$ cat config.mk
export PLATFORM = sky130hd
export DESIGN_NAME = ackp_fifo
export DESIGN_NICKNAME = d
export VERILOG_FILES = /design/src/hw/rtl/ackp_fifo.sv
export SDC_FILE = /design/constraint.sdc
export NUM_CORES = 1
export LEC_CHECK = 0
export BUFFER_PORTS_ARGS = -buffer_cell sky130_fd_sc_hd__buf_2
export CAP_MARGIN = 20
export CORE_MARGIN = 5
export CORE_UTILIZATION = 34
export DETAILED_ROUTE_END_ITERATION = 6
export PLACE_DENSITY = 0.48
export SLEW_MARGIN = 15
export SYNTH_ARGS = -nofsm -noshare
export SYNTH_HDL_FRONTEND = slang
export SYNTH_SLANG_ARGS = --single-unit
$ cat constraint.sdc
create_clock -name clk -period 6 [get_ports clk]
set_input_delay 1.2 -clock clk [delete_from_list [all_inputs] [get_ports clk]]
set_output_delay 1.2 -clock clk [all_outputs]
set_load 0.1 [all_outputs]
$ cat src/hw/rtl/ackp_fifo.sv
`timescale 1ns / 1ps
module ackp_fifo #(
  parameter int WIDTH = 8,
  parameter int DEPTH = 4
) (
  input  logic             clk,
  input  logic             rst_n,
  input  logic             push,
  input  logic [WIDTH-1:0] wdata,
  output logic             full,
  input  logic             pop,
  output logic [WIDTH-1:0] rdata,
  output logic             empty
);
  localparam int AW = $clog2(DEPTH);

  logic [WIDTH-1:0] mem [DEPTH];
  logic [AW-1:0]    wr_r, rd_r;
  logic [AW:0]      cnt_r;
  logic             do_push, do_pop;

  assign full    = (cnt_r == (AW + 1)'(DEPTH));
  assign empty   = (cnt_r == '0);
  assign do_push = push && !full;
  assign do_pop  = pop && !empty;
  assign rdata   = mem[rd_r];

  always_ff @(posedge clk) begin
    if (do_push) mem[wr_r] <= wdata;
    if (!rst_n) begin
      wr_r  <= '0;
      rd_r  <= '0;
      cnt_r <= '0;
    end else begin
      if (do_push) wr_r <= (wr_r == AW'(DEPTH - 1)) ? '0 : wr_r + 1'b1;
      if (do_pop)  rd_r <= (rd_r == AW'(DEPTH - 1)) ? '0 : rd_r + 1'b1;
      cnt_r <= cnt_r + (AW + 1)'(do_push) - (AW + 1)'(do_pop);
    end
  end
endmodule

==> impl_metrics.toml <==
[outcome]
status = "finished clean"

[pwr]
p_int_mw = 0.567
p_per_area_nw_per_um2 = 507
pwr-share-seq_pct = 39.5
p_sw_share_pct = 42.1
combPwrFrac_pct = 38.8
power_mw = 0.979
p_switching_mw = 0.412
peakVddDrop_mv = 0.168
power_frac_clock_pct = 21.7
p_leak_nw = 0.705

[global_route]
grtUsageTotal_pct = 9.05
grt_max_degree = 14
grt_pass1_vias = 834
antenna_found_initial = 0
grt_pass1_wl_um = 4070
grt.overflow.total = 0

[floorplanning]
die_x_um = 79.9
core_area_um2 = 4720
fp.dieArea_um2 = 6380
start_util_pct = 35.1
chipHeight_um = 79.9
io_pins = 22
num_rows = 25

[cells_and_area]
layout-drive-gt1-share_pct = 35.0
final_core_util_pct = 40.9
antenna_cells = 0
stdcell_count = 187
final_net_count = 139
final_area_um2 = 1930
syn_to_final_growth_pct = 16.4

[timing]
grt_setup_unrepaired = "no"
period_share_pct = 51.2
fin_ws_ns = 2.93
slew_violations = 0
setup_tns_ns = 0
finalHoldViolCount = 0
worstMarginPinSlew_ns = 0.588
fin_worst_skew_ns = 0.0100
slew_headroom_pct = 60.7
fin_crit_ns = 3.07
hold_ws_ns = 0.503
fmax_mhz = 326
finalSetupViolations = 0

[worst_setup_path]
crit_family = "flip-flops"
critPathArrivalTime_ns = 1.87
path_class = "flip-flop to output pin"
cp.required_ns = 4.80
start_kind = "flip-flop"
worst_setup_path_end_kind = "output pin"
path_max_fanout = 8
critPathBufInv = 1
slowest_stage = "dfxtp_1"
crit_path_max_incr_delay_ns = 0.70
cp_cell_sequence = "mux4_2 -> buf_2"

[placed_design]
gp_congestion = 0.682
placed_cell_area_um2 = 1820
placedCellCount = 179
pre_cts_ws_ns = 2.99
io_buffers = 21
dp_hpwl_um = 1800

[clocking]
cts_root_buf = "clkbuf_8"
numCtsBuffers = 5
cts_tree = "done"
cts.sinks = 41
cts_hold_buf = 0
clock_latency_ns = 0.29
cts-resized-gates = 0
post_cts_buffers = 0
cts.path.max_buffers = 2
htree_num_levels = 2
clk_pin_slew_ns = 0.08

[drt]
ant_nets = 0
drt-total-wl_um = 2600
drtIter0Drc = 36
wl_per_cell_um = 13.9
num_vias = 812
remaining_drc_errors = 0
via_per_inst = 4.34
dr.pass1.iters = 3

[synth]
synth_nets = 115
syn_avg_cell_area_um2 = 17.5
yosysMostFrequentCell = "edfxtp_1"
yosys_warnings = 0
synthTopCellsByCount = "edfxtp_1 (32), dfxtp_1 (9), mux4_2 (8)"
synth-seq-cells = 41
seq_area_frac_synth_pct = 68.8
ys_top_cells_by_area = "edfxtp_1 (58%), dfxtp_1 (11%), mux4_2 (11%), ha_1 (5.3%), inv_1 (1.6%)"
syn_inst = 95
syn_area_um2 = 1660
yosysTopAreaCell = "edfxtp_1"
yosys.cell_types.count = 21
synth_edf_count = 32
synthFlopType = "edfxtp_1"
synth_top_area_share_pct = 57.9
ys_async_sr_fraction_pct = 0

[worst_hold_path]
min_path_type = "flip-flop to flip-flop"

[job]
drv_cap = 0
layout make-up:
| class | count | area (um^2) |
|---|---|---|
| tap | 67 | 83.8 |
| sequential | 41 | 1140 |
| fill | 439 | 2790 |
| clock buffer | 6 | 72.6 |
| timing repair buffer | 21 | 105 |
| multi-input combinational | 43 | 468 |
| inverter | 7 | 26.3 |
| clock inverter | 2 | 35.0 |
power groups by stage:
stage	clock, mW	combinational [mW]	sequential, mW
finish	0.212	0.380	0.386
global route	0.233	0.401	0.394
CTS	0.221	0.385	0.388
detailed placement	0	0.384	0.394
global placement	0	0.385	0.393
floorplan	0	0.352	0.372
worst register-to-register path: cells and delay by family (launching register included):
kind | cells | cell delay (ns)
buffers and inverters | 2 | 0.13
and+or+nand+nor | 1 | 0.14
adders and majority gates | 3 | 0.83
xor gates and xnor gates | 2 | 0.26
DFF | 1 | 0.37
AOI/OAI and AO/OA | 1 | 0.41
routing by layer:
layer / vias to the layer above / track usage, % / share of wire, %
met2: 17 / 14.3 / 48
li1: 395 / - / -
met4: 0 / 4.05 / 1.6
met1: 395 / 10.7 / 45
met3: 5 / 3.84 / 5.8
met5: - / 0 / 0
layout by cell type, fill, tap and decap left out, types with 2 or more instances in the layout:
cell	Yosys	routed
nand2_1	6	6
dfxtp_1	9	9
and2_2	3	3
inv_1	7	7
xnor2_1	2	2
mux2i_1	2	2
ha_1	7	7
nor2_1	2	2
mux4_2	8	8
edfxtp_1	32	32
and2_1	4	4
buf_2	1	21
o21ai_0	2	2
clkbuf_8	0	5
nand3_1	2	2
registers in the layout, summed over array words and instances (netlist names), named ones only:
| register | count |
|---|---|
| mem | 32 |
| cnt_r | 3 |
| rd_r | 2 |
| wr_r | 2 |
logic make-up (layout without fill, tap and decap cells):
family | Yosys count | count (layout) | synth area share [%]
compound gates | 3 | 3 | 1.36
xor+xnor | 2 | 2 | 1.06
fa+ha+maj | 8 | 8 | 6.49
buf+inv | 11 | 36 | 3.02
flops | 41 | 41 | 68.8
mux | 10 | 10 | 12.1
simple gates | 20 | 20 | 7.24
worst paths after layout:
kind | start | to | slack (ns) | depth (start not counted)
setup / recovery | flip-flop | rdata[0] | 2.93 | 2
hold / removal | wr_r[1] | wr_r[1] | 0.50 | 2
setup reg to reg | cnt_r[1] | cnt_r[2] | 3.76 | 9
hold reg to reg | wr_r[1] | wr_r[1] | 0.50 | 2
Note: power is estimated with default switching activity, not from simulation.
